===== src/design/bit_quad_region_counter_top_assert.svh =====
// Assertion macros for the bit-quad region counter.
// Used by the top level; no other dependencies.
`ifndef BIT_QUAD_REGION_COUNTER_TOP_ASSERT_SVH
`define BIT_QUAD_REGION_COUNTER_TOP_ASSERT_SVH

// hold a property at every clock edge outside reset
`define BQRC_ASSERT_ALWAYS(label, clk, rst, prop) \
   label: assert property (@(posedge clk) disable iff (rst) (prop)) \
      else $error("bqrc: invariant violated");

// demand a consequence in the cycle after a trigger
`define BQRC_ASSERT_NEXT(label, clk, rst, ante, cons) \
   label: assert property (@(posedge clk) disable iff (rst) (ante) |=> (cons)) \
      else $error("bqrc: expected follow-up missing");

`endif


===== src/design/bqrc_pkg.sv =====
// Shared types, constants and window classification for the bit-quad region counter.
// No dependencies.
`default_nettype none

package bqrc_pkg;

   localparam int PIXEL_W   = 8;
   localparam logic [PIXEL_W-1:0] PIXEL_SET = 8'hFF;
   localparam int CFG_W     = 13;
   localparam int ROW_W     = 12;
   localparam int MAX_HEIGHT = 4096;
   localparam int ADDR_W    = 3;
   localparam int DATA_W    = 32;
   localparam logic REG_FRAME_WIDTH  = 1'b0;
   localparam logic REG_FRAME_HEIGHT = 1'b1;
   localparam logic [CFG_W-1:0] WIDTH_RESET  = 13'd640;
   localparam logic [CFG_W-1:0] HEIGHT_RESET = 13'd480;

   localparam int COUNT_W = 25;
   localparam logic [COUNT_W-1:0] COUNT_MAX = 25'h1FFFFFF;
   localparam int INC_W   = 3;
   localparam int RESULT_W = 25;
   localparam int DIFF_W  = 28;
   localparam logic signed [DIFF_W-1:0] RESULT_HI = 28'sd16777215;
   localparam logic signed [DIFF_W-1:0] RESULT_LO = -28'sd16777216;

   localparam int RSP_DEPTH = 8;
   localparam int RSP_PTR_W = 3;
   localparam int FILL_W    = 4;

   typedef struct packed {
      logic pix_bit;
      logic last_col;
      logic last_row;
      logic row0;
   } pix_ctl_type;

   typedef struct packed {
      logic [ROW_W-1:0] hlast;
      logic             restart;
   } frame_ctl_type;

   typedef struct packed {
      logic one;
      logic three;
      logic diag;
   } win_class_type;

   typedef struct packed {
      logic               done;
      logic [COUNT_W-1:0] n1;
      logic [COUNT_W-1:0] n3;
      logic [COUNT_W-1:0] nd;
   } tally_out_type;

   typedef struct packed {
      logic [FILL_W-1:0] fill;
      logic              x_valid;
   } res_stat_type;

   // a = top-left, b = top-right, c = bottom-left, d = bottom-right
   function automatic win_class_type classify(input logic a, input logic b,
                                              input logic c, input logic d);
      win_class_type   cls;
      logic [2:0]      n;
      n = {2'b00, a} + {2'b00, b} + {2'b00, c} + {2'b00, d};
      cls.one   = (n == 3'd1);
      cls.three = (n == 3'd3);
      cls.diag  = (n == 3'd2) && (a == d);
      return cls;
   endfunction

   function automatic logic [COUNT_W-1:0] sat_add(input logic [COUNT_W-1:0] n,
                                                  input logic [INC_W-1:0] inc);
      logic [COUNT_W:0] sum;
      sum = {1'b0, n} + {{(COUNT_W+1-INC_W){1'b0}}, inc};
      return (sum > {1'b0, COUNT_MAX}) ? COUNT_MAX : sum[COUNT_W-1:0];
   endfunction

endpackage

`default_nettype wire


===== src/design/bqrc_csr.sv =====
// APB register file: frame width and height, restart pulse on every write.
// Depends on bqrc_pkg.
`default_nettype none

module bqrc_csr
   import bqrc_pkg::*;
#(
   parameter int MAX_WIDTH = 4096
) (
   input  wire logic                 clock,
   input  wire logic                 reset,
   input  wire logic                 psel,
   input  wire logic                 penable,
   input  wire logic                 pwrite,
   input  wire logic [ADDR_W-1:0]    paddr,
   input  wire logic [DATA_W-1:0]    pwdata,
   output logic      [DATA_W-1:0]    prdata,
   output logic                      pready,
   output logic [$clog2(MAX_WIDTH)-1:0] wlast,
   output frame_ctl_type             frame_ctl
);

   localparam int CW = $clog2(MAX_WIDTH);

   logic [CFG_W-1:0] width_ff, width_in;
   logic [CFG_W-1:0] height_ff, height_in;
   logic             wr_en;
   logic             reg_sel;

   assign pready  = 1'b1;
   assign reg_sel = paddr[2];
   assign wr_en   = psel && penable && pwrite;

   always_comb begin
      width_in  = width_ff;
      height_in = height_ff;
      if (wr_en) begin
         case (reg_sel)
            REG_FRAME_WIDTH:  width_in  = pwdata[CFG_W-1:0];
            REG_FRAME_HEIGHT: height_in = pwdata[CFG_W-1:0];
            default:          width_in  = width_ff;
         endcase
      end
   end

   always_ff @(posedge clock) begin
      if (reset) begin
         width_ff  <= WIDTH_RESET;
         height_ff <= HEIGHT_RESET;
      end else begin
         width_ff  <= width_in;
         height_ff <= height_in;
      end
   end

   always_comb begin
      case (reg_sel)
         REG_FRAME_WIDTH:  prdata = {{(DATA_W-CFG_W){1'b0}}, width_ff};
         REG_FRAME_HEIGHT: prdata = {{(DATA_W-CFG_W){1'b0}}, height_ff};
         default:          prdata = '0;
      endcase
   end

   always_comb begin
      if (width_ff == '0) begin
         wlast = '0;
      end else if (32'(width_ff) > 32'(MAX_WIDTH)) begin
         wlast = CW'(MAX_WIDTH - 1);
      end else begin
         wlast = CW'(width_ff - 13'd1);
      end
   end

   always_comb begin
      if (height_ff == '0) begin
         frame_ctl.hlast = '0;
      end else if (32'(height_ff) > 32'(MAX_HEIGHT)) begin
         frame_ctl.hlast = ROW_W'(MAX_HEIGHT - 1);
      end else begin
         frame_ctl.hlast = ROW_W'(height_ff - 13'd1);
      end
      frame_ctl.restart = wr_en;
   end

endmodule

`default_nettype wire


===== config.mk =====
export PLATFORM = sky130hd
export DESIGN_NAME = bqrc_csr
export DESIGN_NICKNAME = d
export VERILOG_FILES = /design/src/design/bit_quad_region_counter_top_assert.svh /design/src/design/bqrc_pkg.sv /design/src/design/bqrc_csr.sv
export SDC_FILE = /design/constraint.sdc
export NUM_CORES = 1
export LEC_CHECK = 0
export ABC_AREA = 1
export BUFFER_PORTS_ARGS = -buffer_cell sky130_fd_sc_hd__buf_4
export CELL_PAD_IN_SITES_DETAIL_PLACEMENT = 0
export CELL_PAD_IN_SITES_GLOBAL_PLACEMENT = 2
export CORE_UTILIZATION = 25
export DETAILED_ROUTE_END_ITERATION = 7
export PLACE_DENSITY = 0.95
export SLEW_MARGIN = 10
export SYNTH_ARGS = -nofsm -noshare
export SYNTH_HDL_FRONTEND = slang
export SYNTH_SLANG_ARGS = --single-unit

===== constraint.sdc =====
create_clock -name clock -period 2.06 [get_ports clock]
set_input_delay 0.103 -clock clock [delete_from_list [all_inputs] [get_ports clock]]
set_output_delay 0.103 -clock clock [all_outputs]
set_load 0.05 [all_outputs]

==> out/qor.yml <==
synthesis:
  synth_edf_count: 0
  synthesis.area_per_instance_sq_um: 6.24
  synth_warnings: 0
  syn_area_sq_mm: 0.00207
  synth_seq_cells: 26
  postSynthCellCount: 332
  number_of_different_library_cells_in_the_post_synthesis_netlist: 25
  asyncSetResetFlopFracSynth_pct: 0
  dominantRegCellSynth: "dfxtp_1"
  synth-seq-area-share_pct: 25.1
clock_network:
  tritoncts: "built"
  cts_max_level: 1
  ctsRootBufferMaster: "clkbuf_8"
  cts.clk_slew.worst_paths_ns: 0.09
  number_of_setup_buffers_added_after_cts: 0
  tritoncts_num_sinks: 26
  clock_latency_ns: 0.26
  cts_max_path_buffers: 2
  cts_hold_repair.buffers: 0
  cts_buffer_count: 3
power:
  static-leakage-power_nw: 1.25
  ir_drop_mv: 0.131
  design_power_total_mw: 1.51
  power_per_cell_area_mw_per_mm2: 591
critical_path:
  critPathTopFamily: "simple AND/OR/NAND/NOR gates"
  crit_path_start_kind: "flip-flop"
  cp-startpoint: "height_ff[0]"
  cp_cell_sequence: "inv_2 > ha_1 > nand2_1 > nor2_2 > nand2_2 > nand2_4 > inv_2 > nor2_1 > nor2_1 > buf_4"
  slowest_stage: "dfxtp_2"
  critPathBufInv: 3
  rr_startpoint: "height_ff[12]"
  critPathMaxFanout: 9
  timing.critical_path.slowest_cell_delay_ns: 0.37
  critPathArrivalTime_ns: 1.75
  crit_type: "reg2out"
  required_ns: 1.96
  cp-end-kind: "output pin"
die:
  initial_core_util_pct: 26.3
  fp.dieH_um: 93.0
  dieArea_sq_mm: 0.00865
  core_area_sq_mm: 0.00789
  floorplan.io_pins: 98
  floorplan.rows: 32
  floorplan.die.width_um: 93.0
route:
  detail_route.drc_violations: 0
  viasPerCell: 4.25
  drt-initial-drc-count: 80
  postRouteAntennaNets: 0
  num_vias: 2051
  detail_route.first_pass.iterations: 4
  route.final.wire_length_um: 5540
  post_drt_wl_per_cell_um: 11.5
place:
  total_placed_instance_area_sq_mm: 0.00248
  post-place-ws_ns: 0.401
  total_of_buffers_placed_on_input_and_output_ports: 56
  place_congestion: 0.830
  post-dp-hpwl_um: 4630
timing:
  grt_setup_unrepaired: "false"
  max_clock_freq_mhz: 539
  slew_viol_final: 0
  timing.final.hold_violations: 0
  post_route_fraction_of_the_period_consumed_by_the_critical_path_pct: 90.0
  final.setup_skew_ns: 0
  timing.final.setup_violations: 0
  maxSlewHeadroom_pct: 63.9
  worst-slew-pin-transition_ns: 0.541
  setup_tns_ns: 0
  min_period_ns: 1.85
  setup_ws_ns: 0.206
outcome:
  run_status: "completed"
finish:
  area.sequential_sq_um: 522
  fillers: 908
  finalInstanceArea_sq_mm: 0.00255
  flow.area_growth_from_synthesis_pct: 23.3
  finish.utilization_pct: 32.4
  antennaDiodeCount: 0
  finalNetCount: 426
  multi_input_comb_area_sq_mm: 0.00125
  drive_above_1_share_pct: 23.6
global_routing:
  grt_usage_pct: 13.4
  gr-total-overflow: 0
  pin_count_of_the_biggest_net_entering_global_routing: 29
  number_of_global_route_vias_before_repair: 2021
  grt_pass1_wl_um: 9420
  antenna_found_initial: 0
worst_hold_path:
  min-delay-path-class: "in2reg"
  min-delay-start: "pwdata[5]"
flow_run:
  max-cap-violations: 0
[state kept, by name, indices dropped and copies added, names as in the netlist]
name / cells
height_ff: 13
width_ff: 13
[cell type report]
type,instances,share of cell area (%)
Tap cell,102,5.00
Multi-Input combinational cell,250,49.0
Clock buffer,4,2.16
Timing Repair Buffer,56,16.8
Inverter,45,6.62
Sequential cell,26,20.4
[worst min-delay path: cells and delay by family]
kind / cells / cell delay [ns]
buf+inv: 1 / 0.09
compound gates: 2 / 0.11
[worst paths after layout]
check             cells past startpoint  slack (ns)            end
setup / recovery                     10        0.21   frame_ctl[8]
hold / removal                        3        0.06   height_ff[5]
setup reg to reg                      2        1.23  height_ff[12]
hold reg to reg                       2        0.53    width_ff[1]
[placed cells by master, fill, tap and decap left out]
cell / count
nand2_1: 60
buf_4: 54
o21ai_0: 45
inv_1: 37
nor2_1: 36
a21oi_1: 33
dfxtp_1: 25
conb_1: 20
nand3_1: 17
inv_2: 8
xor2_1: 7
nor2_2: 6
nor2_4: 6
ha_1: 4
clkbuf_8: 4
nand2_2: 3
nand2_4: 2
nor3_1: 2
xnor2_1: 2
o21ai_1: 2
nand3_2: 2
buf_6: 2
nand4_1: 1
nor3_2: 1
o21ai_2: 1
dfxtp_2: 1
[report_power, final]
| part | internal, mW | switching, mW | total, mW |
|---|---|---|---|
| registers | 0.521 | 0.0211 | 0.542 |
| clock network | 0.171 | 0.154 | 0.324 |
| logic | 0.174 | 0.470 | 0.644 |
[metal layers]
layer	part of all wire [%]	routed length [um]	vias to the layer above	global-route usage (%)
met4	1.8	100	0	4.23
met5	0	0	-	0
met3	4.6	254	6	1.46
li1	-	-	1111	-
met2	48	2670	56	23.3
met1	45	2520	878	17.3
[kinds of logic after synthesis]
kind of cell	Yosys count	synth area share, %
fa+ha+maj	4	2.42
flops	26	25.1
xor+xnor	9	3.81
other cells	2	0.363
simple gates	136	30.5
compound gates	81	19.8
buf+inv	74	18.1
[repair_timing]
action | in CTS | in global routing
endpoints found under the setup margin | 0 | 7
resized for setup | 0 | 9
hold endpoints to repair | 0 | 0
[through the flow]
step                      hold WS [ns]  cells
after floorplan                  0.203    350
after global placement           0.334    479
after detailed placement         0.342    479
after CTS                       0.0617    483
after global routing            0.0582    483
final                           0.0609    483
[cells in the mapped netlist (3+ instances only)]
master    number  area [sq um]
o21ai_0       47           235
inv_1         41           154
ha_1           4          50.1
nor3_1         3          15.0
buf_4         21           158
nor2_4         6          67.6
dfxtp_1       26           521
nand2_1       60           225
nand3_1       17          85.1
inv_2          4          15.0
xor2_1         7          61.3
clkbuf_1       4          15.0
nand2_2        3          18.8
a21oi_1       33           165
nor2_2         5          31.3
nor2_1        37           139
Power figures use the tool's default switching activity.
