### src/design/bit_quad_region_counter_top_assert.svh
// Assertion macros for the bit-quad region counter.
// Used by the top level; no other dependencies.
`ifndef BIT_QUAD_REGION_COUNTER_TOP_ASSERT_SVH
`define BIT_QUAD_REGION_COUNTER_TOP_ASSERT_SVH

// hold a property at every clock edge outside reset
`define BQRC_ASSERT_ALWAYS(label, clk, rst, prop) \
   label: assert property (@(posedge clk) disable iff (rst) (prop)) \
      else $error("bqrc: invariant violated");

// demand a consequence in the cycle after a trigger
`define BQRC_ASSERT_NEXT(label, clk, rst, ante, cons) \
   label: assert property (@(posedge clk) disable iff (rst) (ante) |=> (cons)) \
      else $error("bqrc: expected follow-up missing");

`endif

### src/design/bqrc_pkg.sv
// Shared types, constants and window classification for the bit-quad region counter.
// No dependencies.
`default_nettype none

package bqrc_pkg;

   localparam int PIXEL_W   = 8;
   localparam logic [PIXEL_W-1:0] PIXEL_SET = 8'hFF;
   localparam int CFG_W     = 13;
   localparam int ROW_W     = 12;
   localparam int MAX_HEIGHT = 4096;
   localparam int ADDR_W    = 3;
   localparam int DATA_W    = 32;
   localparam logic REG_FRAME_WIDTH  = 1'b0;
   localparam logic REG_FRAME_HEIGHT = 1'b1;
   localparam logic [CFG_W-1:0] WIDTH_RESET  = 13'd640;
   localparam logic [CFG_W-1:0] HEIGHT_RESET = 13'd480;

   localparam int COUNT_W = 25;
   localparam logic [COUNT_W-1:0] COUNT_MAX = 25'h1FFFFFF;
   localparam int INC_W   = 3;
   localparam int RESULT_W = 25;
   localparam int DIFF_W  = 28;
   localparam logic signed [DIFF_W-1:0] RESULT_HI = 28'sd16777215;
   localparam logic signed [DIFF_W-1:0] RESULT_LO = -28'sd16777216;

   localparam int RSP_DEPTH = 8;
   localparam int RSP_PTR_W = 3;
   localparam int FILL_W    = 4;

   typedef struct packed {
      logic pix_bit;
      logic last_col;
      logic last_row;
      logic row0;
   } pix_ctl_type;

   typedef struct packed {
      logic [ROW_W-1:0] hlast;
      logic             restart;
   } frame_ctl_type;

   typedef struct packed {
      logic one;
      logic three;
      logic diag;
   } win_class_type;

   typedef struct packed {
      logic               done;
      logic [COUNT_W-1:0] n1;
      logic [COUNT_W-1:0] n3;
      logic [COUNT_W-1:0] nd;
   } tally_out_type;

   typedef struct packed {
      logic [FILL_W-1:0] fill;
      logic              x_valid;
   } res_stat_type;

   // a = top-left, b = top-right, c = bottom-left, d = bottom-right
   function automatic win_class_type classify(input logic a, input logic b,
                                              input logic c, input logic d);
      win_class_type   cls;
      logic [2:0]      n;
      n = {2'b00, a} + {2'b00, b} + {2'b00, c} + {2'b00, d};
      cls.one   = (n == 3'd1);
      cls.three = (n == 3'd3);
      cls.diag  = (n == 3'd2) && (a == d);
      return cls;
   endfunction

   function automatic logic [COUNT_W-1:0] sat_add(input logic [COUNT_W-1:0] n,
                                                  input logic [INC_W-1:0] inc);
      logic [COUNT_W:0] sum;
      sum = {1'b0, n} + {{(COUNT_W+1-INC_W){1'b0}}, inc};
      return (sum > {1'b0, COUNT_MAX}) ? COUNT_MAX : sum[COUNT_W-1:0];
   endfunction

endpackage

`default_nettype wire

### src/design/bqrc_tally.sv
// Window classifier and saturating bit-quad counters; snapshots counts at frame end.
// Depends on bqrc_pkg.
`default_nettype none

module bqrc_tally
   import bqrc_pkg::*;
(
   input  wire logic          clock,
   input  wire logic          reset,
   input  wire logic          restart,
   input  wire logic          valid,
   input  wire pix_ctl_type   ctl,
   input  wire logic          up_raw,
   output tally_out_type      tally_out
);

   logic [COUNT_W-1:0] n1_ff, n3_ff, nd_ff;
   logic [COUNT_W-1:0] n1_in, n3_in, nd_in;
   logic               left_ff, ul_ff;
   logic               done_ff;
   logic [COUNT_W-1:0] fin_n1_ff, fin_n3_ff, fin_nd_ff;
   logic               up;
   logic               frame_end;
   win_class_type      w0, w1, w2, w3;
   logic [INC_W-1:0]   inc1, inc3, incd;

   assign up        = ctl.row0 ? 1'b1 : up_raw;
   assign frame_end = ctl.last_col && ctl.last_row;

   always_comb begin
      w0 = classify(ul_ff, up, left_ff, ctl.pix_bit);
      w1 = ctl.last_col ? classify(up, 1'b1, ctl.pix_bit, 1'b1) : '0;
      w2 = ctl.last_row ? classify(left_ff, ctl.pix_bit, 1'b1, 1'b1) : '0;
      w3 = frame_end    ? classify(ctl.pix_bit, 1'b1, 1'b1, 1'b1) : '0;
      inc1 = INC_W'(w0.one) + INC_W'(w1.one) + INC_W'(w2.one) + INC_W'(w3.one);
      inc3 = INC_W'(w0.three) + INC_W'(w1.three) + INC_W'(w2.three)
             + INC_W'(w3.three);
      incd = INC_W'(w0.diag) + INC_W'(w1.diag) + INC_W'(w2.diag) + INC_W'(w3.diag);
      n1_in = sat_add(n1_ff, inc1);
      n3_in = sat_add(n3_ff, inc3);
      nd_in = sat_add(nd_ff, incd);
   end

   always_ff @(posedge clock) begin
      if (reset || restart) begin
         n1_ff   <= '0;
         n3_ff   <= '0;
         nd_ff   <= '0;
         left_ff <= 1'b1;
         ul_ff   <= 1'b1;
         done_ff <= 1'b0;
      end else begin
         done_ff <= valid && frame_end;
         if (valid) begin
            if (frame_end) begin
               n1_ff <= '0;
               n3_ff <= '0;
               nd_ff <= '0;
            end else begin
               n1_ff <= n1_in;
               n3_ff <= n3_in;
               nd_ff <= nd_in;
            end
            if (ctl.last_col) begin
               left_ff <= 1'b1;
               ul_ff   <= 1'b1;
            end else begin
               left_ff <= ctl.pix_bit;
               ul_ff   <= up;
            end
         end
      end
   end

   always_ff @(posedge clock) begin
      if (valid && frame_end) begin
         fin_n1_ff <= n1_in;
         fin_n3_ff <= n3_in;
         fin_nd_ff <= nd_in;
      end
   end

   assign tally_out.done = done_ff;
   assign tally_out.n1   = fin_n1_ff;
   assign tally_out.n3   = fin_n3_ff;
   assign tally_out.nd   = fin_nd_ff;

endmodule

`default_nettype wire

### config.mk
export PLATFORM = sky130hd
export DESIGN_NAME = bqrc_tally
export DESIGN_NICKNAME = d
export VERILOG_FILES = /design/src/design/bit_quad_region_counter_top_assert.svh /design/src/design/bqrc_pkg.sv /design/src/design/bqrc_tally.sv
export SDC_FILE = /design/constraint.sdc
export NUM_CORES = 1
export LEC_CHECK = 0
export ABC_AREA = 0
export ABC_CLOCK_PERIOD_IN_PS = 7600
export BUFFER_PORTS_ARGS = -buffer_cell sky130_fd_sc_hd__clkbuf_2
export CELL_PAD_IN_SITES_DETAIL_PLACEMENT = 0
export CELL_PAD_IN_SITES_GLOBAL_PLACEMENT = 1
export CORE_MARGIN = 10
export CORE_UTILIZATION = 30
export DETAILED_ROUTE_END_ITERATION = 10
export PLACE_DENSITY = 0.68
export SYNTH_ARGS = -nofsm -noshare
export SYNTH_HDL_FRONTEND = slang
export SYNTH_SLANG_ARGS = --single-unit
export TNS_END_PERCENT = 100
### constraint.sdc
create_clock -name clock -period 7.6 [get_ports clock]
set_clock_uncertainty 0.1 [all_clocks]
set_input_delay 1.52 -clock clock [delete_from_list [all_inputs] [get_ports clock]]
set_output_delay 1.52 -clock clock [all_outputs]
set_load 0.01 [all_outputs]
==> impl_metrics.py <==
metrics = {
    "hold_path": {
        "hold_path.startpoint": "n3_ff[0]$_SDFFE_PP0P_",
        "whs_endpoint": "n3_ff[0]$_SDFFE_PP0P_",
        "hold_path_class": "reg -> reg",
        "hold_depth": 1,
    },
    "worst_setup_path": {
        "ff2ff_path_depth": 12,
        "crit_fanout": 6,
        "r2r_slack_ns": 2.76,
        "r2r-start": "left_ff$_SDFFE_PP1P_",
        "critical_path_arrival_ns": 5.99,
        "reg2reg_to": "fin_n3_ff[24]$_DFFE_PP_",
        "cp.required_ns": 7.65,
        "critPathKind": "in -> reg",
        "end_kind": "flip-flop",
        "cp-start-kind": "input pin",
    },
    "flow_run": {
        "drv_cap": 0,
    },
    "clock_tree": {
        "h-tree-depth": 4,
        "cts.clk_slew.worst_paths_ns": 0.06,
        "clk_latency_ns": 0.43,
        "cts.repair.resized": 0,
        "cts.path.max_buffers": 2,
        "cts.sinks": 153,
        "numCtsBuffers": 17,
        "postCtsSetupBuffers": 0,
        "cts-root-buf": "clkbuf_16",
        "hold_buffers": 0,
        "cts_tree": "built",
    },
    "grt": {
        "grt_pass1_wl_mm": 34.3,
        "grt_pass1_vias": 6133,
        "grt_overflow": 0,
        "track_usage_pct": 12.7,
        "antenna_found_initial": 0,
        "grt_start_max_net_pins": 77,
    },
    "route": {
        "wl_met1_mm": 10.5,
        "drt_iter0_markers": 443,
        "dr.pass1.iters": 4,
        "viasPerCell": 5.05,
        "wirelength_mm": 21.0,
        "via_count": 6365,
        "wl_per_cell_um": 16.7,
        "drc": 0,
        "routed.top_layer": "met4",
        "route.met2.wl_mm": 9.24,
        "ant_nets": 0,
        "wl_met3_mm": 1.01,
    },
    "die": {
        "ioPinCount": 85,
        "rows": 59,
        "core_sq_mm": 0.0261,
        "die_x_um": 183,
        "fp.dieH_um": 183,
        "initial_core_util_pct": 30.6,
        "dieArea_sq_mm": 0.0336,
    },
    "power": {
        "leakagePower_uw": 0.00348,
        "p_per_area_mw_per_mm2": 198,
        "ir_drop_mv": 0.147,
    },
    "sta": {
        "min_period_over_period_pct": 78.1,
        "grt_setup_unrepaired": "false",
        "relSlewSlack_pct": 27.4,
        "tns_ns": 0,
        "hold_viol": 0,
        "fin_crit_ns": 5.94,
        "setup_viol": 0,
        "slew_violations": 0,
        "tightest_slew_ns": 1.09,
        "fmax_mhz": 168,
    },
    "final_layout": {
        "final_area_sq_mm": 0.00922,
        "post-route-util_pct": 35.3,
        "diodes": 0,
        "layout-drive-gt1-share_pct": 16.2,
        "nFillCells": 2688,
        "final_nets": 939,
        "area_growth_pct": 15.4,
    },
    "synthesis": {
        "ys_ff_latch": 153,
        "ys_warn_count": 0,
        "yosys.cell_types.count": 67,
        "yosysSeqAreaShare_pct": 47.7,
        "async_reset_ff_share_pct": 0,
        "netlist_instances": 863,
        "syn_area_sq_mm": 0.00799,
        "synth_area_per_cell_sq_um": 9.26,
        "synthFlopType": "dfxtp_1",
        "synth-edff-count": 75,
        "synth_fp_nets": 890,
    },
    "placement": {
        "hpwlAfterDp_mm": 13.9,
        "postPlaceCellArea_sq_mm": 0.00864,
        "gp_congestion": 0.792,
        "port_buffers": 84,
    },
    "run_status": {
        "status": "completed",
    },
}
placed cells by master, fill, tap and decap left out, drive strengths merged, types with 4 or more instances in the layout:
| cell | netlist | final |
|---|---|---|
| nand2 | 109 | 109 |
| clkbuf | 42 | 104 |
| dfxtp | 78 | 78 |
| edfxtp | 75 | 75 |
| o21ai | 69 | 69 |
| nand3 | 50 | 50 |
| nor2 | 45 | 45 |
| inv | 31 | 32 |
| a21oi | 30 | 30 |
| nor3 | 30 | 30 |
| xnor2 | 23 | 23 |
| a22o | 23 | 23 |
| xor2 | 21 | 21 |
| a31oi | 20 | 20 |
| nand4 | 19 | 19 |
| and3 | 16 | 16 |
| nor4 | 15 | 15 |
| a21o | 13 | 13 |
| and4 | 12 | 12 |
| or3 | 11 | 11 |
| and2 | 11 | 11 |
| ha | 10 | 10 |
| buf | 22 | 10 |
| o21a | 8 | 8 |
| fa | 8 | 8 |
| clkinv | 0 | 6 |
| a41oi | 5 | 5 |
| nand2b | 5 | 5 |
| a31o | 5 | 5 |
| or4 | 5 | 5 |
| or2 | 4 | 4 |
| nand3b | 4 | 4 |
| a21boi | 4 | 4 |
| o211ai | 4 | 4 |
| o22ai | 4 | 4 |
worst max-delay path by stage:
| stage | slack [ns] | cells past startpoint | startpoint | end |
|---|---|---|---|---|
| 6_report | 1.66 | 14 | ctl[0] | fin_n3_ff[24]$_DFFE_PP_ |
| 5_1_grt | 1.26 | 14 | ctl[0] | fin_n3_ff[24]$_DFFE_PP_ |
| 4_1_cts | 1.68 | 14 | ctl[0] | fin_n3_ff[24]$_DFFE_PP_ |
| 3_5_place_dp | 1.26 | 14 | ctl[0] | fin_n3_ff[24]$_DFFE_PP_ |
| 3_3_place_gp | 1.39 | 14 | ctl[0] | fin_n3_ff[24]$_DFFE_PP_ |
| 2_1_floorplan | 1.84 | 13 | ctl[0] | fin_n3_ff[24]$_DFFE_PP_ |
cell families (layout without fill, tap and decap cells):
kind of cell | count (synthesis) | after routing | synth area share, %
XOR/XNOR | 44 | 44 | 4.82
flip-flops | 153 | 153 | 47.7
other | 2 | 2 | 0.0940
adder cells (fa/ha/maj) | 18 | 18 | 3.57
AND/OR/NAND/NOR | 344 | 344 | 22.0
multiplexers | 3 | 3 | 0.407
buffers and inverters | 95 | 157 | 4.92
AO/OA/AOI/OAI | 204 | 204 | 16.5
final cells by class:
| cell class | instances | area (sq um) | area share (%) |
|---|---|---|---|
| timing repair buffer | 94 | 495 | 5.37 |
| clock inverter | 12 | 124 | 1.34 |
| inverter | 31 | 116 | 1.26 |
| sequential | 153 | 3810 | 41.4 |
| clock buffer | 20 | 457 | 4.95 |
| multi-input combinational | 615 | 3800 | 41.2 |
| tap | 335 | 419 | 4.54 |
worst max-delay path: stages:
cell and delay (ns):
clkbuf_2 0.07, or2_2 0.33, fa_1 0.45, ha_1 0.20
ha_1 0.31, nand3b_1 0.13, fa_1 0.50, fa_1 0.49
fa_1 0.47, nand4b_1 0.33, nor4_1 0.67, nand2_1 0.23
xnor2_1 0.19, nand2_1 0.07
power by group:
| group | internal [uW] | switching [uW] | leakage [uW] |
|---|---|---|---|
| registers | 879 | 6.08 | 0.00123 |
| logic | 31.8 | 62.2 | 0.00197 |
| clock network | 499 | 346 | 0.000280 |
cell usage after synthesis (22+ instances only):
cell      instances  area (sq um)
nor2_1           45           169
a21oi_1          30           150
nand3_1          50           250
dfxtp_1          78          1560
clkbuf_1         41           154
edfxtp_1         75          2250
xnor2_1          23           201
o21ai_0          69           345
a22o_1           22           193
inv_1            31           116
nor3_1           29           145
nand2_1         109           409
registers in the layout, summed over array words and instances, names as in the netlist:
register and cells:
fin_n3_ff 25, nd_ff 25, left_ff 1, n1_ff 25
n3_ff 25, ul_ff 1, fin_n1_ff 25, fin_nd_ff 25
done_ff 1
per-layer routing:
layer	global-route usage (%)	up-vias
met5	0	-
met4	3.67	0
met3	3.34	25
met2	19.3	108
met1	17.3	3002
li1	-	3230
stage by stage:
stage | setup WS (ns) | power, uW | hold slack [ns] | std cells
after CTS | 1.68 | 1850 | 0.383 | 1260
after detailed placement | 1.26 | 999 | 0.364 | 1228
after global placement | 1.39 | 999 | 0.363 | 1228
after global routing | 1.26 | 1890 | 0.407 | 1260
final | 1.66 | 1820 | 0.380 | 1260
after floorplan | 1.84 | 960 | 0.349 | 863
No activity file was read; power rests on OpenSTA's default activity.
