--- src/design/bit_quad_region_counter_top_assert.svh ---
// Assertion macros for the bit-quad region counter.
// Used by the top level; no other dependencies.
`ifndef BIT_QUAD_REGION_COUNTER_TOP_ASSERT_SVH
`define BIT_QUAD_REGION_COUNTER_TOP_ASSERT_SVH

// hold a property at every clock edge outside reset
`define BQRC_ASSERT_ALWAYS(label, clk, rst, prop) \
   label: assert property (@(posedge clk) disable iff (rst) (prop)) \
      else $error("bqrc: invariant violated");

// demand a consequence in the cycle after a trigger
`define BQRC_ASSERT_NEXT(label, clk, rst, ante, cons) \
   label: assert property (@(posedge clk) disable iff (rst) (ante) |=> (cons)) \
      else $error("bqrc: expected follow-up missing");

`endif

--- src/design/bqrc_pkg.sv ---
// Shared types, constants and window classification for the bit-quad region counter.
// No dependencies.
`default_nettype none

package bqrc_pkg;

   localparam int PIXEL_W   = 8;
   localparam logic [PIXEL_W-1:0] PIXEL_SET = 8'hFF;
   localparam int CFG_W     = 13;
   localparam int ROW_W     = 12;
   localparam int MAX_HEIGHT = 4096;
   localparam int ADDR_W    = 3;
   localparam int DATA_W    = 32;
   localparam logic REG_FRAME_WIDTH  = 1'b0;
   localparam logic REG_FRAME_HEIGHT = 1'b1;
   localparam logic [CFG_W-1:0] WIDTH_RESET  = 13'd640;
   localparam logic [CFG_W-1:0] HEIGHT_RESET = 13'd480;

   localparam int COUNT_W = 25;
   localparam logic [COUNT_W-1:0] COUNT_MAX = 25'h1FFFFFF;
   localparam int INC_W   = 3;
   localparam int RESULT_W = 25;
   localparam int DIFF_W  = 28;
   localparam logic signed [DIFF_W-1:0] RESULT_HI = 28'sd16777215;
   localparam logic signed [DIFF_W-1:0] RESULT_LO = -28'sd16777216;

   localparam int RSP_DEPTH = 8;
   localparam int RSP_PTR_W = 3;
   localparam int FILL_W    = 4;

   typedef struct packed {
      logic pix_bit;
      logic last_col;
      logic last_row;
      logic row0;
   } pix_ctl_type;

   typedef struct packed {
      logic [ROW_W-1:0] hlast;
      logic             restart;
   } frame_ctl_type;

   typedef struct packed {
      logic one;
      logic three;
      logic diag;
   } win_class_type;

   typedef struct packed {
      logic               done;
      logic [COUNT_W-1:0] n1;
      logic [COUNT_W-1:0] n3;
      logic [COUNT_W-1:0] nd;
   } tally_out_type;

   typedef struct packed {
      logic [FILL_W-1:0] fill;
      logic              x_valid;
   } res_stat_type;

   // a = top-left, b = top-right, c = bottom-left, d = bottom-right
   function automatic win_class_type classify(input logic a, input logic b,
                                              input logic c, input logic d);
      win_class_type   cls;
      logic [2:0]      n;
      n = {2'b00, a} + {2'b00, b} + {2'b00, c} + {2'b00, d};
      cls.one   = (n == 3'd1);
      cls.three = (n == 3'd3);
      cls.diag  = (n == 3'd2) && (a == d);
      return cls;
   endfunction

   function automatic logic [COUNT_W-1:0] sat_add(input logic [COUNT_W-1:0] n,
                                                  input logic [INC_W-1:0] inc);
      logic [COUNT_W:0] sum;
      sum = {1'b0, n} + {{(COUNT_W+1-INC_W){1'b0}}, inc};
      return (sum > {1'b0, COUNT_MAX}) ? COUNT_MAX : sum[COUNT_W-1:0];
   endfunction

endpackage

`default_nettype wire

--- src/design/bqrc_rsp_if.sv ---
// Result channel: valid/ready handshake with a signed 25-bit region count.
// No dependencies.
`default_nettype none

interface bqrc_rsp_if;
   logic               valid;
   logic               ready;
   logic signed [24:0] region_count;

   modport source (output valid, output region_count, input ready);
   modport sink   (input valid, input region_count, output ready);
endinterface

`default_nettype wire

--- src/design/bqrc_result.sv ---
// Region count arithmetic (difference, ceiling divide by four, clamp) and result queue.
// Depends on bqrc_pkg and bqrc_rsp_if.
`default_nettype none

module bqrc_result
   import bqrc_pkg::*;
(
   input  wire logic        clock,
   input  wire logic        reset,
   input  wire tally_out_type tally_out,
   bqrc_rsp_if.source       rsp_chan,
   output res_stat_type     res_stat
);

   logic signed [DIFF_W-1:0]   x_ff, x_in;
   logic                       x_valid_ff;
   logic signed [DIFF_W-1:0]   q;
   logic [RESULT_W-1:0]        q_sat;
   logic [RESULT_W-1:0]        queue_mem [RSP_DEPTH];
   logic [RSP_PTR_W-1:0]       wr_ptr_ff, rd_ptr_ff;
   logic [FILL_W-1:0]          fill_ff;
   logic                       push, pop;

   // ceil(d / 4) == floor((d + 3) / 4) for any integer d
   assign x_in = $signed({3'b000, tally_out.n3}) - $signed({3'b000, tally_out.n1})
                 - $signed({2'b00, tally_out.nd, 1'b0}) + 28'sd3;

   always_ff @(posedge clock) begin
      if (tally_out.done) begin
         x_ff <= x_in;
      end
   end

   always_ff @(posedge clock) begin
      if (reset) begin
         x_valid_ff <= 1'b0;
      end else begin
         x_valid_ff <= tally_out.done;
      end
   end

   assign q = x_ff >>> 2;

   always_comb begin
      if (q > RESULT_HI) begin
         q_sat = RESULT_W'(RESULT_HI);
      end else if (q < RESULT_LO) begin
         q_sat = RESULT_W'(RESULT_LO);
      end else begin
         q_sat = q[RESULT_W-1:0];
      end
   end

   assign push = x_valid_ff;
   assign pop  = rsp_chan.valid && rsp_chan.ready;

   always_ff @(posedge clock) begin
      if (push) begin
         queue_mem[wr_ptr_ff] <= q_sat;
      end
   end

   always_ff @(posedge clock) begin
      if (reset) begin
         wr_ptr_ff <= '0;
         rd_ptr_ff <= '0;
         fill_ff   <= '0;
      end else begin
         if (push) begin
            wr_ptr_ff <= wr_ptr_ff + 1'b1;
         end
         if (pop) begin
            rd_ptr_ff <= rd_ptr_ff + 1'b1;
         end
         fill_ff <= fill_ff + FILL_W'(push) - FILL_W'(pop);
      end
   end

   assign rsp_chan.valid        = (fill_ff != '0);
   assign rsp_chan.region_count = $signed(queue_mem[rd_ptr_ff]);

   assign res_stat.fill    = fill_ff;
   assign res_stat.x_valid = x_valid_ff;

endmodule

`default_nettype wire

--- src/flat_wrapper.sv ---
// flat-port wrapper written by rule: the top's interface ports become plain ports
module bqrc_result_flat import bqrc_pkg::*;
  (clock, reset, tally_out, res_stat, rsp_chan_valid, rsp_chan_region_count, rsp_chan_ready);
  bqrc_rsp_if rsp_chan_i ();
  input  wire logic clock;
  input  wire logic reset;
  input  wire tally_out_type tally_out;
  output res_stat_type res_stat;
  output wire logic [$bits(rsp_chan_i.valid)-1:0] rsp_chan_valid;
  output wire logic [$bits(rsp_chan_i.region_count)-1:0] rsp_chan_region_count;
  input wire logic [$bits(rsp_chan_i.ready)-1:0] rsp_chan_ready;
  assign rsp_chan_valid = rsp_chan_i.valid;
  assign rsp_chan_region_count = rsp_chan_i.region_count;
  assign rsp_chan_i.ready = rsp_chan_ready;
  bqrc_result u_core (.clock(clock), .reset(reset), .tally_out(tally_out), .rsp_chan(rsp_chan_i), .res_stat(res_stat));
endmodule
--- config.mk ---
export PLATFORM = sky130hd
export DESIGN_NAME = bqrc_result_flat
export DESIGN_NICKNAME = d
export VERILOG_FILES = /design/src/design/bit_quad_region_counter_top_assert.svh /design/src/design/bqrc_pkg.sv /design/src/design/bqrc_rsp_if.sv /design/src/design/bqrc_result.sv /design/src/flat_wrapper.sv
export SDC_FILE = /design/constraint.sdc
export NUM_CORES = 1
export LEC_CHECK = 0
export ABC_AREA = 1
export BUFFER_PORTS_ARGS = -buffer_cell sky130_fd_sc_hd__buf_2
export CELL_PAD_IN_SITES_DETAIL_PLACEMENT = 1
export CELL_PAD_IN_SITES_GLOBAL_PLACEMENT = 1
export CORE_MARGIN = 1.5
export CORE_UTILIZATION = 47
export CTS_CLUSTER_SIZE = 16
export DETAILED_ROUTE_END_ITERATION = 16
export PLACE_DENSITY_LB_ADDON = 0.1
export SLEW_MARGIN = 10
export SYNTH_ARGS = -nofsm -noshare
export SYNTH_HDL_FRONTEND = slang
export SYNTH_SLANG_ARGS = --single-unit
--- constraint.sdc ---
create_clock -name clock -period 4.9 [get_ports clock]
set_clock_uncertainty 0.1 [all_clocks]
set_input_delay 0.735 -clock clock [delete_from_list [all_inputs] [get_ports clock]]
set_output_delay 0.735 -clock clock [all_outputs]
set_load 0.05 [all_outputs]
==> results.ini, run 1 <==
[timing]
grt_setup_unrepaired = false
maxSlewHeadroom = 0.308
tns_ns = 0
clock.fmax_mhz = 246
post-route-period-util = 0.830
period_needed_ns = 4.07
worstMarginPinSlew_ns = 1.04
slew_viol_final = 0
hold_viol = 0
setup_viol = 0

[detailed_routing]
drc = 0
via_count = 10424
initialDrtViolationCount = 659
dr.pass1.iters = 4
post_drt_wl_per_cell_um = 18.5
ant_nets = 0
wl_um = 35600
via_per_inst = 5.42

[synth]
synth.net_count = 1591
synth_seq_cells = 240
synthMuxAreaShare = 0
avgSynthCellArea_um2 = 9.28
yosysTopAreaCell = edfxtp_1
yosys.area_share.simple = 0.199
yosysUniqueCellTypes = 39
seq_area_frac_synth = 0.533
synth_compound_area_frac = 0.103
yosysTopAreaCellShare = 0.512
syn_inst = 1427
synth_xor_area_frac = 0.0225
yosysWarningCount = 0
yosys-top-cells-area = edfxtp_1 (51%), nand2_1 (9.2%), ha_1 (7.7%), nor2_1 (6.1%), inv_1 (4.4%)
syn-cell-area_um2 = 13200
synth_top_family_by_area = simple AND/OR/NAND/NOR gates
synthAdderAreaFrac = 0.0820

[cts]
cts_tree = built
max-clock-path-buffers = 3
clkSinkCount = 240
clkLatencyLatePin_ns = 0.51
numCtsBuffers = 25
cts_hold_buffers = 0
cts_setup_buffers = 0
root_buffer = clkbuf_16
cts-resized-gates = 0
htree_levels = 1
path_clk_slew_ns = 0.06

[global_route]
overflow = 0
grt_pass1_wl_um = 57000
antenna_found_initial = 0
grt_max_degree = 55
grt_pass1_vias = 11045
grt_usage = 0.251

[finish]
layout-drive-gt1-share = 0.131
fillers = 3224
final_util = 0.541
diodes = 0
layout.nets = 1692
syn2layout_area_growth_pct = 13.5
final_cell_mix = nand2_1 (325), edfxtp_1 (226), nor2_1 (208), inv_1 (155), buf_2 (109)
multi_input_area_um2 = 5430
regArea_um2 = 7070
layout_commonest_cell = nand2_1
fin_cells = 1923

[critical_path]
path_buf_inv = 3
cp_max_fo = 4
cp-start-kind = input pin
cpMostUsedCell = nand2_1
cp_data_arrival_time_ns = 4.22
crit_type = in2reg
critPathSlowestCell = fa_1
crit_family = simple AND/OR/NAND/NOR gates
crit_required_ns = 5.05
end_kind = flip-flop
path_cells = buf_2 -> inv_1 -> ha_1 -> inv_1 -> fa_1 -> nand3_1 -> nand2_1 -> nand2_1 -> nand2_1 -> nand2_1 -> nand3_1 -> xor2_1 -> ha_1 -> ha_1 -> nand2_1 -> nor2_1 -> and2_1 -> nand4_1 -> nand4_1 -> nand2_1
critical-path-max-stage-delay_ns = 0.43

[die]
core.rowCount = 61
core_um2 = 27800
start_util = 0.477
die-width_um = 171
die_area_um2 = 29200
io_pins = 110
die_h_um = 171

[run]
cap_violations = 0

[power_and_ir_drop]
vdd_drop_max_uv = 278
leakagePower_nw = 6.41
powerDensity_nw_per_um2 = 482

[placed_design]
io_buffers = 109
gp_congestion = 0.939
place_inst = 1879
dp_hpwl_um = 25400

[worst_hold_path]
worst_hold_path_type = reg2reg

[run_status]
status = finished clean

## through the flow
step	setup WS, ns	total power [mW]	hold WS, ns	instance area (µm²)
after global routing	0.594	7.65	0.420	15000
after global placement	0.367	5.30	0.379	14200
after detailed placement	0.310	5.39	0.395	14200
after CTS	0.826	7.30	0.401	15000
final	0.832	7.25	0.394	15000
after floorplan	1.15	4.65	0.363	13200
## path summary, 6_finish.rpt
kind                                     startpoint                 endpoint  slack, ns  cells past startpoint
worst max register to register      u_core.x_ff[27]  u_core.queue_mem[0][21]       2.26                      3
worst max-delay path                  tally_out[25]          u_core.x_ff[20]       0.83                     20
worst min register to register  u_core.rd_ptr_ff[1]                flip-flop       0.39                      2
worst min-delay path            u_core.rd_ptr_ff[1]                flip-flop       0.39                      2
## registers in the layout (all words and copies together), names as in the netlist, named ones only
register,flops
u_core.push,1
u_core.rd_ptr_ff,3
u_core.fill_ff,4
u_core.x_ff,26
u_core.queue_mem,200
u_core.wr_ptr_ff,3
## report_power, final
group | internal (mW) | leakage (nW) | switching [mW]
registers | 2.64 | 2.17 | 0.0755
logic | 0.742 | 3.83 | 1.90
clock network | 1.14 | 0.400 | 0.752
## cell families (layout without fill, tap and decap cells)
group	count (synthesis)	after routing
compound gates	222	222
xor+xnor	34	34
fa+ha+maj	85	85
buf+inv	205	323
flops	240	240
simple gates	641	641
## synthesized netlist by cell type, drive strengths merged
master,count
nand2,333
nor2,228
edfxtp,226
inv,159
o21ai,92
ha,82
a21oi,63
o32ai,50
nand3,41
xor2,28
buf,25
clkbuf,21
nand4,19
dfxtp,14
o21bai,12
nor3,11
xnor2,6
and2,3
fa,3
nor3b,3
a211oi,2
o21a,2
or2,2
a21o,1
and3,1
## final cells by class
| type | instances | area share |
|---|---|---|
| clock buffer | 28 | 0.0424 |
| clock inverter | 16 | 0.0120 |
| inverter | 159 | 0.0397 |
| multi-input combinational | 982 | 0.361 |
| sequential | 240 | 0.470 |
| tap | 378 | 0.0315 |
| timing repair buffer | 120 | 0.0434 |
## worst reg2reg max path, stage by stage, from the launching register on
cell      delay, ns
edfxtp_1       0.51
inv_1          0.51
nand2_1        0.74
nand2_1        0.55
## layer usage
metal	wire, µm	global-route usage	vias to the layer above
li1	-	-	5057
met1	15200	0.307	5095
met2	18200	0.462	209
met3	1160	0.0229	63
met4	1090	0.0847	0
met5	0	0	-
Note: power is estimated with default switching activity, not from simulation.
==> run 2: changes to the inputs <==
ABC_AREA = 0   (was 1)
CORE_UTILIZATION = 45   (was 47)
clock period = 3.4 ns   (was 4.9 ns; I/O delays follow)
==> run 2 against run 1 <==
  * The run now ends with negative setup slack left
  * Critical path depth is 4 higher
  * Power is 46% higher
  * Routed wire length fell by 20%
  * Critical path type unchanged
  * Largest cell class unchanged
  * Largest power group is now combinational cells
==> results.ini, run 2 <==
[run_status]
status = finished with violations
violations = negative setup slack

[finish]
final_cell_mix = edfxtp_1 (226), buf_4 (145), buf_2 (108), inv_1 (75), ha_1 (67)
final_util = 0.586
diodes = 0
regMostFlops = u_core.queue_mem
largest_reg_flops = 200
syn2layout_area_growth_pct = 26.7
layout.nets = 1253
layout_commonest_cell = edfxtp_1
layout-drive-gt1-share = 0.407
top_regs = u_core.queue_mem (200), u_core.x_ff (26), u_core.fill_ff (4)
fillers = 2540

[synth]
yosysUniqueCellTypes = 50
async_flop_share = 0
synth-edff-count = 226
yosysTopAreaCell = edfxtp_1
syn_inst = 835
yosysTopAreaCellShare = 0.560
synth.net_count = 999
ys.flop_type = edfxtp_1
avgSynthCellArea_um2 = 14.5
yosys-top-cells-area = edfxtp_1 (56%), mux4_2 (9.3%), ha_1 (8.5%), inv_1 (2.4%), mux2_2 (2.3%)
synth_common_cells = edfxtp_1 (226), ha_1 (82), inv_1 (78)
syn-cell-area_um2 = 12100
seq_area_frac_synth = 0.583
synth_seq_cells = 240
yosysMostFrequentCell = edfxtp_1
yosysWarningCount = 0

[cts]
clkLatencyLatePin_ns = 0.50
cts_hold_buffers = 0
htree_levels = 1
clkSinkCount = 240
max-clock-path-buffers = 3
path_clk_slew_ns = 0.06
numCtsBuffers = 22
root_buffer = clkbuf_16
cts_tree = built

[critical_path]
path_buf_inv = 4
crit_family = compound AO/OA/AOI/OAI gates
rr_endpoint = u_core.fill_ff[2]
r2r_cells = 12
cpMostUsedCell = nand2_2
crit_type = in2reg
end_kind = flip-flop
cp_max_fo = 3
path_cells = buf_8 -> inv_12 -> ha_4 -> inv_2 -> fa_2 -> nand2_2 -> nand2_2 -> nand3_2 -> nand2_2 -> a31oi_4 -> o21bai_1 -> a21oi_1 -> xnor2_1 -> ha_1 -> ha_4 -> a21o_1 -> buf_4 -> a21oi_2 -> o21ai_2 -> a211oi_4 -> o41ai_4 -> nand2_2 -> a2111oi_4 -> a211oi_1
cp_data_arrival_time_ns = 4.17
crit_required_ns = 3.54
r2r_start = u_core.fill_ff[2]
ff2ff_setup_slack_ns = 1.14
cp-start-kind = input pin
critPathSlowestCell = o41ai_4
critical-path-max-stage-delay_ns = 0.42

[global_route]
grt_max_degree = 51
grt_usage = 0.206
overflow = 0
grt_pass1_wl_um = 45600
antenna_found_initial = 0
grt_pass1_vias = 8704

[detailed_routing]
wl_um = 28400
drc = 0
post_drt_wl_per_cell_um = 19.8
initialDrtViolationCount = 466
ant_nets = 0
via_per_inst = 5.40
via_count = 7747
dr.pass1.iters = 4

[worst_hold_path]
worst_hold_path_type = in2reg
hold_depth = 2
holdCritStartpoint = reset
hold_end = u_core.fill_ff[1]

[placed_design]
gp_congestion = 0.804
dp_slack_ns = -1.25
dp_hpwl_um = 19700
io_buffers = 109

[die]
die_area_um2 = 27900
die-width_um = 167
core_um2 = 26200
io_pins = 110
core.rowCount = 59
start_util = 0.462
die_h_um = 167

[timing]
period_needed_ns = 4.03
fin_hold_ws_ns = 0.233
grt_setup_unrepaired = true
setup_ws_ns = -0.629
setup_viol = 16
maxSlewHeadroom = 0.266
tns_ns = -6.09
hold_viol = 0
worstMarginPinSlew_ns = 1.10
slew_viol_final = 0
clock.fmax_mhz = 248
post-route-period-util = 1.19

[power_and_ir_drop]
leakagePower_nw = 5.99
powerDensity_nw_per_um2 = 690
vdd_drop_max_uv = 379

[run]
cap_violations = 0

==> run 2: final cells by class <==
class,instances,area [µm²],area share
tap,335,419,0.0273
clock inverter,8,61.3,0.00399
timing repair buffer,257,1690,0.110
clock buffer,27,591,0.0385
inverter,78,305,0.0199
sequential,240,7070,0.461
multi-input combinational,490,5220,0.340
==> run 2: routing by layer <==
metal / up-vias / track usage / wire, µm
li1: 3675 / - / -
met1: 3871 / 0.258 / 12200
met2: 168 / 0.382 / 14900
met3: 33 / 0.0201 / 849
met4: 0 / 0.0542 / 484
met5: - / 0 / 0
==> run 2: cells by family after synthesis <==
| group | Yosys count | synth area share |
|---|---|---|
| compound gates | 138 | 0.0742 |
| mux | 77 | 0.118 |
| simple gates | 116 | 0.0463 |
| xor+xnor | 50 | 0.0361 |
| flops | 240 | 0.583 |
| fa+ha+maj | 109 | 0.109 |
| buf+inv | 105 | 0.0328 |
==> run 2: timing repair <==
action	4_1_cts	5_1_grt
setup buffers	8	11
hold endpoints to repair	0	0
gates cloned	0	0
pin swaps	39	40
gates resized for setup	38	33
endpoints found under the setup margin	17	19
==> run 2: through the flow <==
stage	power [mW]	instance area (µm²)	instances
2_1_floorplan	6.77	12300	835
3_3_place_gp	7.87	14200	1381
3_5_place_dp	8.07	14200	1381
4_1_cts	10.5	15100	1424
5_1_grt	11.1	15400	1435
6_report	10.6	15400	1435
==> run 2: worst max-delay path by stage <==
stage | from | endpoint | slack (ns) | cells past startpoint
after floorplan | tally_out[25] | u_core.x_ff[27] | -0.71 | 22
after global placement | tally_out[25] | u_core.x_ff[27] | -1.15 | 20
after detailed placement | tally_out[51] | u_core.x_ff[27] | -1.25 | 20
after CTS | tally_out[25] | u_core.x_ff[26] | -0.64 | 22
after global routing | tally_out[25] | u_core.x_ff[27] | -0.82 | 21
final | tally_out[25] | u_core.x_ff[27] | -0.63 | 24
==> run 2: report_power, final <==
group          switching [mW]  total (mW)  internal (mW)
clock network           0.988        2.29           1.30
logic                    2.41        4.30           1.89
registers               0.172        4.01           3.84
==> run 3: changes to the inputs <==
CORE_UTILIZATION = 47   (was 45)
CTS_BUF_LIST = sky130_fd_sc_hd__clkbuf_2   (was not set)
TNS_END_PERCENT = 10   (was not set)
==> run 3 against run 2 <==
  * The flow still finishes with violations (negative setup slack)
  * Count of clock-buffer cells in the layout up 48
  * Via count increased by 0.30%
  * Largest cell class unchanged
  * Setup slack gained 0.33 ns
  * Flip-flop and latch count did not move
  * Register-to-register slack about the same
==> results.ini, run 3 (synthesis gave the netlist of run 2 again) <==
[worst_hold_path]
worst_hold_path_type = in2reg

[finish]
top_regs = u_core.queue_mem (200), u_core.x_ff (26), u_core.fill_ff (4)
regMostFlops = u_core.queue_mem
final_cell_mix = edfxtp_1 (226), buf_4 (134), buf_2 (108), inv_1 (75), clkbuf_2 (75)
largest_reg_flops = 200
final_area_um2 = 14900
final_util = 0.590
layout-drive-gt1-share = 0.406
syn2layout_area_growth_pct = 22.9
layout.nets = 1274
layout_commonest_cell = edfxtp_1

[timing]
grt_setup_unrepaired = true
setup_ws_ns = -0.304
setup_viol = 11
post-route-period-util = 1.09
slew_viol_final = 0
hold_viol = 0
maxSlewHeadroom = 0.323
period_needed_ns = 3.70
worstMarginPinSlew_ns = 1.01
clock.fmax_mhz = 270

[critical_path]
cp-start-kind = input pin
crit_type = in2reg
critical-path-max-stage-delay_ns = 0.39
critPathSlowestCell = fa_2
path_cells = buf_6 -> inv_12 -> ha_4 -> inv_2 -> fa_2 -> nand2_1 -> nand2_2 -> nand3_2 -> nand2_2 -> a31oi_4 -> o21bai_1 -> a21oi_1 -> xnor2_1 -> ha_1 -> ha_4 -> a21o_1 -> a21oi_1 -> o21ai_2 -> a211oi_2 -> o41ai_4 -> nand2_2 -> a2111oi_4 -> a211oi_1
cpMostUsedCell = nand2_2
end_kind = flip-flop
crit_required_ns = 3.79
crit_family = compound AO/OA/AOI/OAI gates
cp_max_fo = 3
cp_data_arrival_time_ns = 4.10
path_buf_inv = 3

[cts]
numCtsBuffers = 53
path_clk_slew_ns = 0.11
htree_levels = 2
max-clock-path-buffers = 3
clkLatencyLatePin_ns = 0.74
cts_tree = built
root_buffer = clkbuf_2
clkSinkCount = 240

[placed_design]
place_area_um2 = 14100
dp_hpwl_um = 18900
io_buffers = 109
gp_congestion = 0.834

[global_route]
overflow = 0
antenna_found_initial = 1
grt_pass1_wl_um = 43500
grt_pass1_vias = 8633
grt_usage = 0.210
grt_max_degree = 51

[power_and_ir_drop]
vdd_drop_max_uv = 376
powerDensity_nw_per_um2 = 654
leakagePower_nw = 5.93

[die]
start_util = 0.480
core.rowCount = 58
die-width_um = 164
die_area_um2 = 26800
io_pins = 110
die_h_um = 164
core_um2 = 25300

[run_status]
violations = negative setup slack
status = finished with violations

[detailed_routing]
initialDrtViolationCount = 383
via_count = 7770
ant_nets = 0
drc = 0
post_drt_wl_per_cell_um = 18.5
via_per_inst = 5.25
dr.pass1.iters = 5
wl_um = 27300

[run]
cap_violations = 0

==> run 3: cell types whose count changed in the layout (fill, tap and decap cells not counted), sizes merged <==
cell,before,now
bufinv,1,0
dlygate4sd3,0,2
inv,78,79
clkbuf,27,75
diode,0,1
buf,257,245
clkinv,7,18
==> run 3: path summary, 6_finish.rpt <==
check | startpoint | end | slack (ns) | cells after the start
min | tally_out[75] | u_core.x_ff[24] | 0.18 | 1
max | tally_out[25] | u_core.x_ff[27] | -0.30 | 23
min reg2reg | u_core.wr_ptr_ff[0] | u_core.wr_ptr_ff[0] | 0.43 | 2
max reg2reg | u_core.fill_ff[2] | u_core.fill_ff[2] | 1.14 | 12
==> run 3: worst reg2reg max path, stage by stage (launching register included) <==
cell,delay [ns]
dfxtp_1,0.32
inv_1,0.08
ha_1,0.15
nand3_1,0.10
nand2_1,0.14
inv_1,0.10
ha_1,0.28
inv_1,0.06
ha_1,0.17
inv_1,0.06
fa_1,0.37
xor2_1,0.16
nor2_1,0.07
==> run 3: power breakdown <==
| group | leakage (nW) | internal [mW] | total (mW) | switching (mW) |
|---|---|---|---|---|
| clock network | 0.356 | 0.596 | 1.65 | 1.05 |
| logic | 3.39 | 1.80 | 4.13 | 2.33 |
| registers | 2.18 | 3.83 | 3.97 | 0.136 |
==> run 3: final cells by class <==
| class | count | area (µm²) |
|---|---|---|
| Fill cell | 2566 | 10400 |
| Sequential cell | 240 | 7070 |
| Multi-Input combinational cell | 490 | 5030 |
| Timing Repair Buffer | 247 | 1620 |
| Tap cell | 330 | 413 |
| Clock buffer | 75 | 375 |
| Inverter | 78 | 305 |
| Clock inverter | 19 | 77.6 |
| Antenna cell | 1 | 2.50 |
==> run 3: layer usage <==
layer	track usage	vias up	routed length [µm]	part of all wire
met2	0.392	167	14600	0.53
met4	0.0628	0	438	0.016
met3	0.0254	42	861	0.032
met1	0.253	3810	11400	0.42
met5	0	-	0	0
li1	-	3751	-	-
==> run 3: through the flow <==
step | std cells | setup WS (ns) | power [mW] | hold slack (ns) | setup TNS [ns]
final | 1480 | -0.304 | 9.74 | 0.185 | -2.52
after detailed placement | 1375 | -1.41 | 8.02 | 0.416 | -19.85
after floorplan | 835 | -0.716 | 6.73 | 0.354 | -7.83
after global placement | 1375 | -1.20 | 7.82 | 0.358 | -17.60
after global routing | 1480 | -0.422 | 10.3 | 0.131 | -3.59
after CTS | 1473 | -0.306 | 9.74 | 0.103 | -1.94
==> run 3: what timing repair did <==
item,4_1_cts,5_1_grt
endpoints found under the hold margin,14,0
endpoints found under the setup margin,13,15
setup buffers,2,6
hold buffers,2,0
pin swaps,17,29
gates resized for setup,16,30
